### src/hw/rtl/assert_macros.svh
// Assertion helpers included by button_debounce_auto_repeat.sv.
`ifndef ASSERT_MACROS_SVH
`define ASSERT_MACROS_SVH

// Same-cycle implication, held off during reset.
`define ASSERT_IMPL(label, clk, rstn, ante, cons, msg) \
    label: assert property (@(posedge clk) disable iff (!rstn) (ante) |-> (cons)) \
        else $error(msg);

// Next-cycle implication, held off during reset.
`define ASSERT_NEXT(label, clk, rstn, ante, cons, msg) \
    label: assert property (@(posedge clk) disable iff (!rstn) (ante) |=> (cons)) \
        else $error(msg);

`endif

### src/hw/rtl/bdar_pkg.sv
package bdar_pkg;

    localparam int NUM_BUTTONS = 4;

    localparam int DEB_W   = 8;
    localparam int HOLD_W  = 16;
    localparam int PHASE_W = 8;

    typedef enum logic [1:0] {
        CMD_TICK    = 2'd0,
        CMD_CHANGE  = 2'd1,
        CMD_CONSUME = 2'd2
    } cmd_t;

    typedef enum logic [1:0] {
        REG_DEBOUNCE_TICKS = 2'd0,
        REG_REPEAT_DELAY   = 2'd1,
        REG_REPEAT_PERIOD  = 2'd2
    } cfg_reg_t;

    localparam logic [DEB_W-1:0]   DEBOUNCE_RESET = 8'd5;
    localparam logic [HOLD_W-1:0]  DELAY_RESET    = 16'd50;
    localparam logic [PHASE_W-1:0] PERIOD_RESET   = 8'd10;
    localparam logic [HOLD_W-1:0]  HOLD_MAX       = 16'hFFFF;

endpackage

### src/hw/rtl/button_debounce_auto_repeat.sv
// Debounces four active-high buttons and generates auto-repeat presses. Each input word is
// a command in s_tuser (tick, pin change event, consume press flag) with raw levels and a
// button index in s_tdata; every word yields exactly one result word carrying the press,
// held and stable flags after the command plus the consumed bit. The block takes one word
// per cycle: all per-button state is updated in the cycle the word is accepted, and the
// result sits in an output register that presents it on the next cycle. A new word is
// accepted whenever that output register is empty or is being drained in the same cycle,
// so a stalled result holds off the input until it is taken. Configuration writes are taken
// at any time on the cfg channel and must only be issued while the block is idle.
`include "assert_macros.svh"

module button_debounce_auto_repeat (
    input  logic        aclk,
    input  logic        aresetn,

    input  logic        s_tvalid,
    output logic        s_tready,
    input  logic [7:0]  s_tdata,    // [3:0] raw_levels, [5:4] button_index, [7:6] zero
    input  logic [1:0]  s_tuser,    // [1:0] command

    output logic        m_tvalid,
    input  logic        m_tready,
    output logic [15:0] m_tdata,    // [3:0] pressed_flags, [7:4] held_flags,
                                    // [11:8] stable_flags, [12] consumed, [15:13] zero

    input  logic        cfg_valid,
    output logic        cfg_ready,
    input  logic [1:0]  cfg_index,
    input  logic [15:0] cfg_data
);

    localparam int NB = bdar_pkg::NUM_BUTTONS;

    // configuration
    logic [bdar_pkg::DEB_W-1:0]   deb_ticks_reg;
    logic [bdar_pkg::HOLD_W-1:0]  delay_reg;
    logic [bdar_pkg::PHASE_W-1:0] period_reg;

    // per-button state
    logic [NB-1:0]                stable_reg, stable_next;
    logic [NB-1:0]                press_reg,  press_next;
    logic [NB-1:0]                active_reg, active_next;
    logic [bdar_pkg::DEB_W-1:0]   dcount_reg [NB];
    logic [bdar_pkg::DEB_W-1:0]   dcount_next [NB];
    logic [bdar_pkg::HOLD_W-1:0]  hold_reg [NB];
    logic [bdar_pkg::HOLD_W-1:0]  hold_next [NB];
    logic [bdar_pkg::PHASE_W-1:0] phase_reg [NB];
    logic [bdar_pkg::PHASE_W-1:0] phase_next [NB];
    logic [NB-1:0]                held_next;
    logic                         consumed_next;

    // output register
    logic        m_valid_reg;
    logic [15:0] m_data_reg;

    logic                       s_accept;
    bdar_pkg::cmd_t             cmd;
    logic [NB-1:0]              raw;
    logic [1:0]                 idx;
    logic [bdar_pkg::DEB_W-1:0] deb_load;

    assign cmd      = bdar_pkg::cmd_t'(s_tuser);
    assign raw      = s_tdata[NB-1:0];
    assign idx      = s_tdata[5:4];
    assign s_tready = !m_valid_reg || m_tready;
    assign s_accept = s_tvalid && s_tready;
    assign deb_load = (deb_ticks_reg == '0) ? bdar_pkg::DEB_W'(1) : deb_ticks_reg;

    assign cfg_ready = 1'b1;
    assign m_tvalid  = m_valid_reg;
    assign m_tdata   = m_data_reg;

    always_comb begin
        logic [bdar_pkg::PHASE_W:0] p;
        stable_next   = stable_reg;
        press_next    = press_reg;
        active_next   = active_reg;
        consumed_next = 1'b0;
        p             = '0;
        for (int b = 0; b < NB; b++) begin
            dcount_next[b] = dcount_reg[b];
            hold_next[b]   = hold_reg[b];
            phase_next[b]  = phase_reg[b];
            case (cmd)
                bdar_pkg::CMD_TICK: begin
                    if (active_next[b]) begin
                        if (dcount_next[b] <= bdar_pkg::DEB_W'(1)) begin
                            dcount_next[b] = '0;
                            active_next[b] = 1'b0;
                            if (raw[b] && !stable_next[b]) begin
                                stable_next[b] = 1'b1;
                                press_next[b]  = 1'b1;
                                hold_next[b]   = '0;
                                phase_next[b]  = '0;
                            end else if (!raw[b] && stable_next[b]) begin
                                stable_next[b] = 1'b0;
                                hold_next[b]   = '0;
                                phase_next[b]  = '0;
                            end
                        end else begin
                            dcount_next[b] = dcount_next[b] - bdar_pkg::DEB_W'(1);
                        end
                    end
                    // hold counting sees the state left by the debounce step above
                    if (stable_next[b] && !active_next[b]) begin
                        if (hold_next[b] != bdar_pkg::HOLD_MAX) begin
                            hold_next[b] = hold_next[b] + bdar_pkg::HOLD_W'(1);
                        end
                        if (hold_next[b] > delay_reg) begin
                            p = {1'b0, phase_next[b]} + (bdar_pkg::PHASE_W+1)'(1);
                            if (p >= {1'b0, period_reg}) begin
                                p             = '0;
                                press_next[b] = 1'b1;
                            end
                            phase_next[b] = p[bdar_pkg::PHASE_W-1:0];
                        end else begin
                            phase_next[b] = '0;
                        end
                    end
                end
                bdar_pkg::CMD_CHANGE: begin
                    if (!active_next[b]) begin
                        active_next[b] = 1'b1;
                        dcount_next[b] = deb_load;
                    end
                end
                bdar_pkg::CMD_CONSUME: begin
                    if (idx == 2'(b)) begin
                        consumed_next = press_reg[b];
                        press_next[b] = 1'b0;
                    end
                end
                default: begin
                end
            endcase
            held_next[b] = stable_next[b] && (hold_next[b] > delay_reg);
        end
    end

    always_ff @(posedge aclk) begin
        if (!aresetn) begin
            deb_ticks_reg <= bdar_pkg::DEBOUNCE_RESET;
            delay_reg     <= bdar_pkg::DELAY_RESET;
            period_reg    <= bdar_pkg::PERIOD_RESET;
        end else if (cfg_valid && cfg_ready) begin
            case (bdar_pkg::cfg_reg_t'(cfg_index))
                bdar_pkg::REG_DEBOUNCE_TICKS: deb_ticks_reg <= cfg_data[7:0];
                bdar_pkg::REG_REPEAT_DELAY:   delay_reg     <= cfg_data;
                bdar_pkg::REG_REPEAT_PERIOD:  period_reg    <= cfg_data[7:0];
                default: begin
                end
            endcase
        end
    end

    always_ff @(posedge aclk) begin
        if (!aresetn) begin
            stable_reg <= '0;
            press_reg  <= '0;
            active_reg <= '0;
            for (int b = 0; b < NB; b++) begin
                dcount_reg[b] <= '0;
                hold_reg[b]   <= '0;
                phase_reg[b]  <= '0;
            end
        end else if (s_accept) begin
            stable_reg <= stable_next;
            press_reg  <= press_next;
            active_reg <= active_next;
            for (int b = 0; b < NB; b++) begin
                dcount_reg[b] <= dcount_next[b];
                hold_reg[b]   <= hold_next[b];
                phase_reg[b]  <= phase_next[b];
            end
        end
    end

    always_ff @(posedge aclk) begin
        if (!aresetn) begin
            m_valid_reg <= 1'b0;
        end else if (s_accept) begin
            m_valid_reg <= 1'b1;
        end else if (m_tready) begin
            m_valid_reg <= 1'b0;
        end
    end

    // load the result word only when a new input word is taken
    always_ff @(posedge aclk) begin
        if (s_accept) begin
            m_data_reg <= {3'b000, consumed_next, stable_next, held_next, press_next};
        end
    end

    `ASSERT_NEXT(a_consume_clears, aclk, aresetn,
        s_accept && (cmd == bdar_pkg::CMD_CONSUME),
        !press_reg[$past(idx)], "consumed press flag still set")

    `ASSERT_NEXT(a_change_arms_all, aclk, aresetn,
        s_accept && (cmd == bdar_pkg::CMD_CHANGE),
        &active_reg, "pin change left a button without a countdown")

    `ASSERT_IMPL(a_held_needs_stable, aclk, aresetn,
        m_valid_reg,
        (m_data_reg[7:4] & ~m_data_reg[11:8]) == 4'b0000, "held flag on a released button")

    `ASSERT_IMPL(a_consumed_only_on_consume, aclk, aresetn,
        s_accept && (cmd != bdar_pkg::CMD_CONSUME),
        !consumed_next, "consumed bit set by a non-consume word")

endmodule

### config.mk
export PLATFORM = sky130hd
export DESIGN_NAME = button_debounce_auto_repeat
export DESIGN_NICKNAME = d
export VERILOG_FILES = /design/src/hw/rtl/bdar_pkg.sv /design/src/hw/rtl/button_debounce_auto_repeat.sv
export VERILOG_INCLUDE_DIRS = /design/src /design/src/hw/rtl
export SDC_FILE = /design/constraint.sdc
export NUM_CORES = 1
export LEC_CHECK = 0
export ABC_AREA = 0
export BUFFER_PORTS_ARGS = -buffer_cell sky130_fd_sc_hd__buf_2
export CORE_MARGIN = 3
export CORE_UTILIZATION = 50
export DETAILED_ROUTE_END_ITERATION = 10
export GPL_TIMING_DRIVEN = 0
export MAX_ROUTING_LAYER = met4
export PLACE_DENSITY = 0.66
export SKIP_LAST_GASP = 1
export SLEW_MARGIN = 25
export SYNTH_ARGS = -nofsm -noshare
export SYNTH_HDL_FRONTEND = slang
export SYNTH_SLANG_ARGS = --single-unit
### constraint.sdc
create_clock -name aclk -period 5.78 [get_ports aclk]
set_input_delay 1.156 -clock aclk [delete_from_list [all_inputs] [get_ports aclk]]
set_output_delay 1.156 -clock aclk [all_outputs]
set_load 0.1 [all_outputs]
==> flow_summary.toml, run 1 <==
[pwr]
p_comb_share_pct = 24.0
p_sw_share_pct = 35.6
p_sw_uw = 1370
total_power_uw = 3840
clkPwrFrac_pct = 33.9
power.internal_uw = 2480
powerDensity_nw_per_um2 = 213
vdd_drop_max_mv = 0.230
leakage_uw = 0.00710
p_seq_share_pct = 42.2

[setup_path]
crit_path_max_incr_delay_ns = 0.98
endpoint_kind = "register"
crit_family = "buffers and inverters"
crit_path_frequent_cell = "clkbuf_1"
r2r-end = "m_tdata[3]"
cp_data_arrival_time_ns = 5.84
crit_fanout = 10
critPathRequiredTime_ns = 6.00
crit_buf_inv = 4
cp_slowest_cell = "clkbuf_1"
crit_chain = "buf_2 -> nor2_2 -> clkbuf_1 -> clkbuf_1 -> clkbuf_1 -> a22oi_1 -> ha_1 -> o21a_1 -> o21a_1 -> o211ai_1 -> a21oi_1 -> o311a_1"
worstReg2RegStart = "dcount_reg[3][0]"
regToRegSetupSlack_ns = 0.28
worstSetupPathType = "input pin to register"
start_kind = "input pin"
rr_worst_depth = 24

[clock_network]
cts_tree = "yes"
clk_latency_ns = 0.48
cts_sinks = 186
clkTransAtPathRegs_ns = 0.08
cts_hold_buf = 0
cts_root_buf = "clkbuf_16"
cts_made_buffers = 17
clock_path_buffers = 2
htree_levels = 4

[synth]
yosys-top-cells-count = "240 x nand2_1, 176 x ha_1, 160 x nor2_1"
synth_top_family_by_area = "simple AND/OR/NAND/NOR gates"
synth_area_leaders = "edfxtp_1 26%, ha_1 13%, dfxtp_1 5.5%"
synthArstFlopShare_pct = 0
synth_compound_gate_area_share_pct = 21.0
synth_xor_area_share_pct = 4.62
synth_top_area_cell = "edfxtp_1"
synth-seq-cells = 186
synthAdderAreaFrac_pct = 13.5
yosysMostFrequentCell = "nand2_1"
ys.flop_type = "edfxtp_1"
yosys_warnings = 0
yosysSeqAreaShare_pct = 31.5
netlist_area_um2 = 16300
synthCells = 1927
syn_avg_cell_area_um2 = 8.47
synth_top_area_share_pct = 26.0
synth_cell_types = 89
synth_edf_count = 141
synth-simple-area-share_pct = 23.9
synth_mux_area_share_pct = 1.83

[timing]
setup_tns_ns = 0
skew_ns = 0.0183
hold_viol = 0
slew_violations = 0
min_period_ns = 5.62
final-setup-viol-count = 0
slew_headroom_pct = 17.4
hold-worst-slack_ns = 0.466
post-route-period-util_pct = 97.2
max_freq_ghz = 0.178
rsz0062_at_grt = "yes"
tightest_slew_ns = 1.24

[grt]
grt_overflow = 0
grt_max_degree = 48
antenna_found_initial = 1
grt_pass1_wl_mm = 87.8
gr-usage-all-layers_pct = 33.4
grt_pass1_vias = 14900

[final_layout]
fin_util_pct = 56.6
drive_gt1_share_pct = 8.34
fillers = 2999
layout.nets = 2210
largest_register_ff_count = 64
area_growth_pct = 10.6

[job]
cap_violations = 0

[status]
outcome = "finished clean"

[floorplanning]
die_w_um = 187
pin_count = 52
core_um2 = 31900
die_h_um = 187
std_cell_rows = 65
die-area_um2 = 34800
initial_core_util_pct = 51.2

[routing]
wl_per_cell_um = 23.4
first_pass_iters = 6
vias = 15900
final_antenna_net_count = 0
viasPerCell = 6.50
drc = 0
wl_mm = 57.4
drt-initial-drc-count = 1680

[worst_hold_path]
hold_depth = 2
hold_end = "delay_reg[10]"
hold_path_class = "register to register"
hp-start = "delay_reg[10]"

[placed_design]
gp_congestion = 0.973
io_buffers = 43
place_hpwl_mm = 40.6
-- cells by family (layout without fill, tap and decap cells) --
| group | Yosys count | after routing |
|---|---|---|
| AND/OR/NAND/NOR | 789 | 789 |
| other | 2 | 5 |
| adder cells (fa/ha/maj) | 176 | 176 |
| flip-flops | 186 | 186 |
| XOR/XNOR | 86 | 86 |
| buffers and inverters | 150 | 235 |
| multiplexers | 29 | 29 |
| AO/OA/AOI/OAI | 509 | 509 |
-- power by group through the flow --
stage / Clock [µW] / Sequential [µW] / Combinational (µW)
3_3_place_gp: 0 / 1650 / 856
5_1_grt: 1360 / 1630 / 1020
4_1_cts: 1320 / 1620 / 895
6_report: 1300 / 1620 / 921
2_1_floorplan: 0 / 1670 / 589
3_5_place_dp: 0 / 1650 / 886
-- placed cells by master, fill, tap and decap left out, types with 31 or more instances in the layout --
master	netlist	routed
xnor2_1	45	45
dfxtp_1	45	45
edfxtp_1	141	141
o21ai_0	75	70
clkbuf_1	70	61
nand4_1	50	50
nor2_1	160	157
a31oi_1	32	32
xor2_1	41	41
nand3_1	87	85
and2_1	39	39
nor3_1	38	38
a21oi_1	148	148
buf_2	4	47
or3_1	31	31
ha_1	176	176
nand2_1	240	235
inv_1	62	62
-- layer usage --
layer	part of all wire [%]	track usage (%)	vias up
met5	0	-	-
met4	5.1	14.9	0
met3	10	7.68	173
met2	44	50.8	804
met1	41	42.5	7558
li1	-	-	7390
-- what timing repair did --
item | in CTS | in global routing
setup endpoints to repair | 32 | 40
gates resized for setup | 12 | 27
pin swaps | 2 | 5
buffers inserted | 1 | 9
-- per-stage QoR --
step | instances | setup WS, ns | area (µm²)
2_1_floorplan | 1929 | 0.522 | 16300
3_3_place_gp | 2407 | -1.68 | 17100
3_5_place_dp | 2410 | -0.831 | 17200
4_1_cts | 2440 | -0.0480 | 17900
5_1_grt | 2449 | -0.0124 | 18000
6_report | 2450 | 0.162 | 18000
-- tightest hold or removal path: cells and delay by family (launching register included) --
kind | cells | cell delay [ns]
DFF | 1 | 0.31
AOI/OAI and AO/OA | 1 | 0.06
and+or+nand+nor | 1 | 0.05
-- final cells by class --
| class | count | area, µm² | share of cell area [%] |
|---|---|---|---|
| well taps | 435 | 544 | 3.02 |
| inverters | 62 | 233 | 1.29 |
| clock buffers | 18 | 450 | 2.50 |
| diodes | 1 | 2.50 | 0.0139 |
| multi-input cells | 1593 | 10800 | 59.6 |
| plain buffers | 85 | 352 | 1.95 |
| clock inverters | 14 | 185 | 1.03 |
| repair buffers | 56 | 385 | 2.14 |
| flip-flops and latches | 186 | 5130 | 28.5 |
-- worst max path at each step --
stage / start / to / depth (start not counted) / slack [ns]
floorplan: s_tdata[1] / phase_reg[1][0] / 20 / 0.52
global placement: s_tuser[1] / phase_reg[2][6] / 6 / -1.68
detailed placement: s_tdata[1] / phase_reg[1][0] / 21 / -0.83
CTS: dcount_reg[1][0] / phase_reg[1][0] / 21 / -0.05
global route: dcount_reg[3][0] / phase_reg[3][5] / 23 / -0.01
finish: s_tuser[1] / m_tdata[6] / 12 / 0.16
No activity file was read; power rests on OpenSTA's default activity.
==> run 2, diff against run 1 <==
--- a/config.mk
+++ b/config.mk
@@ -7,7 +7,7 @@
 export NUM_CORES = 1
 export LEC_CHECK = 0
 export ABC_AREA = 0
-export BUFFER_PORTS_ARGS = -buffer_cell sky130_fd_sc_hd__buf_2
+export BUFFER_PORTS_ARGS = -buffer_cell sky130_fd_sc_hd__clkbuf_2
 export CORE_MARGIN = 3
 export CORE_UTILIZATION = 50
 export DETAILED_ROUTE_END_ITERATION = 10
==> constraint.sdc (replaced) <==
create_clock -name aclk -period 5.5 [get_ports aclk]
set_input_delay 1.1 -clock aclk [delete_from_list [all_inputs] [get_ports aclk]]
set_output_delay 1.1 -clock aclk [all_outputs]
set_load 0.1 [all_outputs]
==> flow_summary.toml, run 2 (same netlist as run 1, synthesis figures left out) <==
[timing]
max_freq_ghz = 0.180
post-route-period-util_pct = 101
hold_viol = 0
setup_ws_ns = -0.0481
tightest_slew_ns = 1.05
min_period_ns = 5.55
skew_ns = 0.0170
slew_headroom_pct = 29.7
slew_violations = 0
final-setup-viol-count = 2

[clock_network]
cts_root_buf = "clkbuf_16"
cts_sinks = 186
cts_hold_buf = 0
clock_path_buffers = 2
cts_tree = "yes"
cts_made_buffers = 17
clk_latency_ns = 0.48
htree_levels = 4
clkTransAtPathRegs_ns = 0.07

[final_layout]
layout.nets = 2209
drive_gt1_share_pct = 8.99
final_cell_mix = "234 x nand2_1, 175 x ha_1, 156 x nor2_1"
fin_util_pct = 56.9
area_growth_pct = 11.3
final_common_cell = "nand2_1"
final_area_um2 = 18200
fillers = 2957
largest_register_ff_count = 64

[grt]
grt_overflow = 0
grt_pass1_wl_mm = 87.8
antenna_found_initial = 1
grt_pass1_vias = 15400
gr-usage-all-layers_pct = 33.5
grt_max_degree = 45

[setup_path]
cp_data_arrival_time_ns = 5.77
critPathRequiredTime_ns = 5.72
crit_fanout = 10
worstSetupPathType = "input pin to register"
start_kind = "input pin"
endpoint_kind = "register"

[routing]
final_antenna_net_count = 0
drt-initial-drc-count = 1830
wl_mm = 58.0
viasPerCell = 6.55
drc = 0
vias = 16100
wl_per_cell_um = 23.7
first_pass_iters = 9

[floorplanning]
initial_core_util_pct = 51.2
std_cell_rows = 65
die-area_um2 = 34800
die_h_um = 187
die_w_um = 187
core_um2 = 31900
pin_count = 52

[pwr]
power.internal_uw = 2610
clkPwrFrac_pct = 33.3
p_comb_share_pct = 24.3
leakage_uw = 0.00711
p_seq_share_pct = 42.4
p_sw_share_pct = 35.0
powerDensity_nw_per_um2 = 222
p_sw_uw = 1410
vdd_drop_max_mv = 0.227

[placed_design]
io_buffers = 43
post-place-ws_ns = -0.950
place_hpwl_mm = 40.9
place_area_um2 = 17200
gp_congestion = 0.978

[status]
violations = "setup timing"
outcome = "complete, but fails checks"

[job]
cap_violations = 0

[worst_hold_path]
hold_path_class = "register to register"
run 2: changes by cell type in the layout (fill, tap and decap cells not counted), sizes merged:
cell / previous run / this run
clkbuf: 85 / 123
inv: 72 / 67
diode: 1 / 2
clkinvlp: 0 / 2
bufinv: 0 / 1
buf: 74 / 34
clkdlybuf4s15: 0 / 1
clkinv: 4 / 6
run 2: what timing repair did:
| action | in CTS | in global routing |
|---|---|---|
| resized for setup | 24 | 37 |
| pin swaps | 4 | 3 |
| cloned | 0 | 0 |
| setup endpoints to repair | 41 | 41 |
| buffers inserted | 5 | 6 |
run 2: critical path: stages:
cell and delay (ns):
clkbuf_2 0.12, nor2_2 0.60, clkbuf_1 0.80, clkdlybuf4s15_1 0.91, clkbuf_1 0.67, a22oi_1 0.28
ha_1 0.37, o21a_1 0.12, o21a_1 0.17, o211ai_1 0.16, a21oi_1 0.09, o311a_1 0.35
run 2: final timing paths:
check	from	end	slack, ns	depth (start not counted)
setup / recovery	s_tuser[1]	m_tdata[6]	-0.05	12
hold / removal	delay_reg[12]	delay_reg[12]	0.46	2
setup reg to reg	dcount_reg[0][0]	m_tdata[0]	0.15	21
hold reg to reg	delay_reg[12]	delay_reg[12]	0.46	2
run 2: layout make-up:
type | instances | area [µm²] | share of cell area (%)
Buffer | 83 | 352 | 1.94
Sequential cell | 186 | 5130 | 28.3
Clock inverter | 14 | 181 | 0.999
Inverter | 62 | 233 | 1.28
Antenna cell | 2 | 5.00 | 0.0276
Multi-Input combinational cell | 1593 | 10900 | 59.8
Clock buffer | 18 | 439 | 2.42
Timing Repair Buffer | 57 | 405 | 2.23
Tap cell | 435 | 544 | 3.00
run 2: metal layers:
layer | track usage [%] | share of wire [%]
met4 | 17.8 | 5.2
met2 | 50.4 | 44
met1 | 42.0 | 41
met3 | 7.72 | 9.6
met5 | - | 0
run 2: stage by stage:
step                      TNS, ns  hold slack, ns  cells  total power (µW)
final                     -0.0505           0.465   2450              4020
after global routing      -0.0629           0.488   2449              4190
after CTS                       0           0.467   2444              3980
after detailed placement   -24.41           0.457   2410              2660
after global placement     -86.45           0.451   2407              2630
after floorplan                 0           0.442   1929              2370
run 2: power by group through the flow:
stage	clock (µW)	sequential [µW]	combinational [µW]
2_1_floorplan	0	1750	619
3_3_place_gp	0	1730	900
3_5_place_dp	0	1730	930
4_1_cts	1340	1700	945
5_1_grt	1400	1710	1080
6_report	1340	1700	978
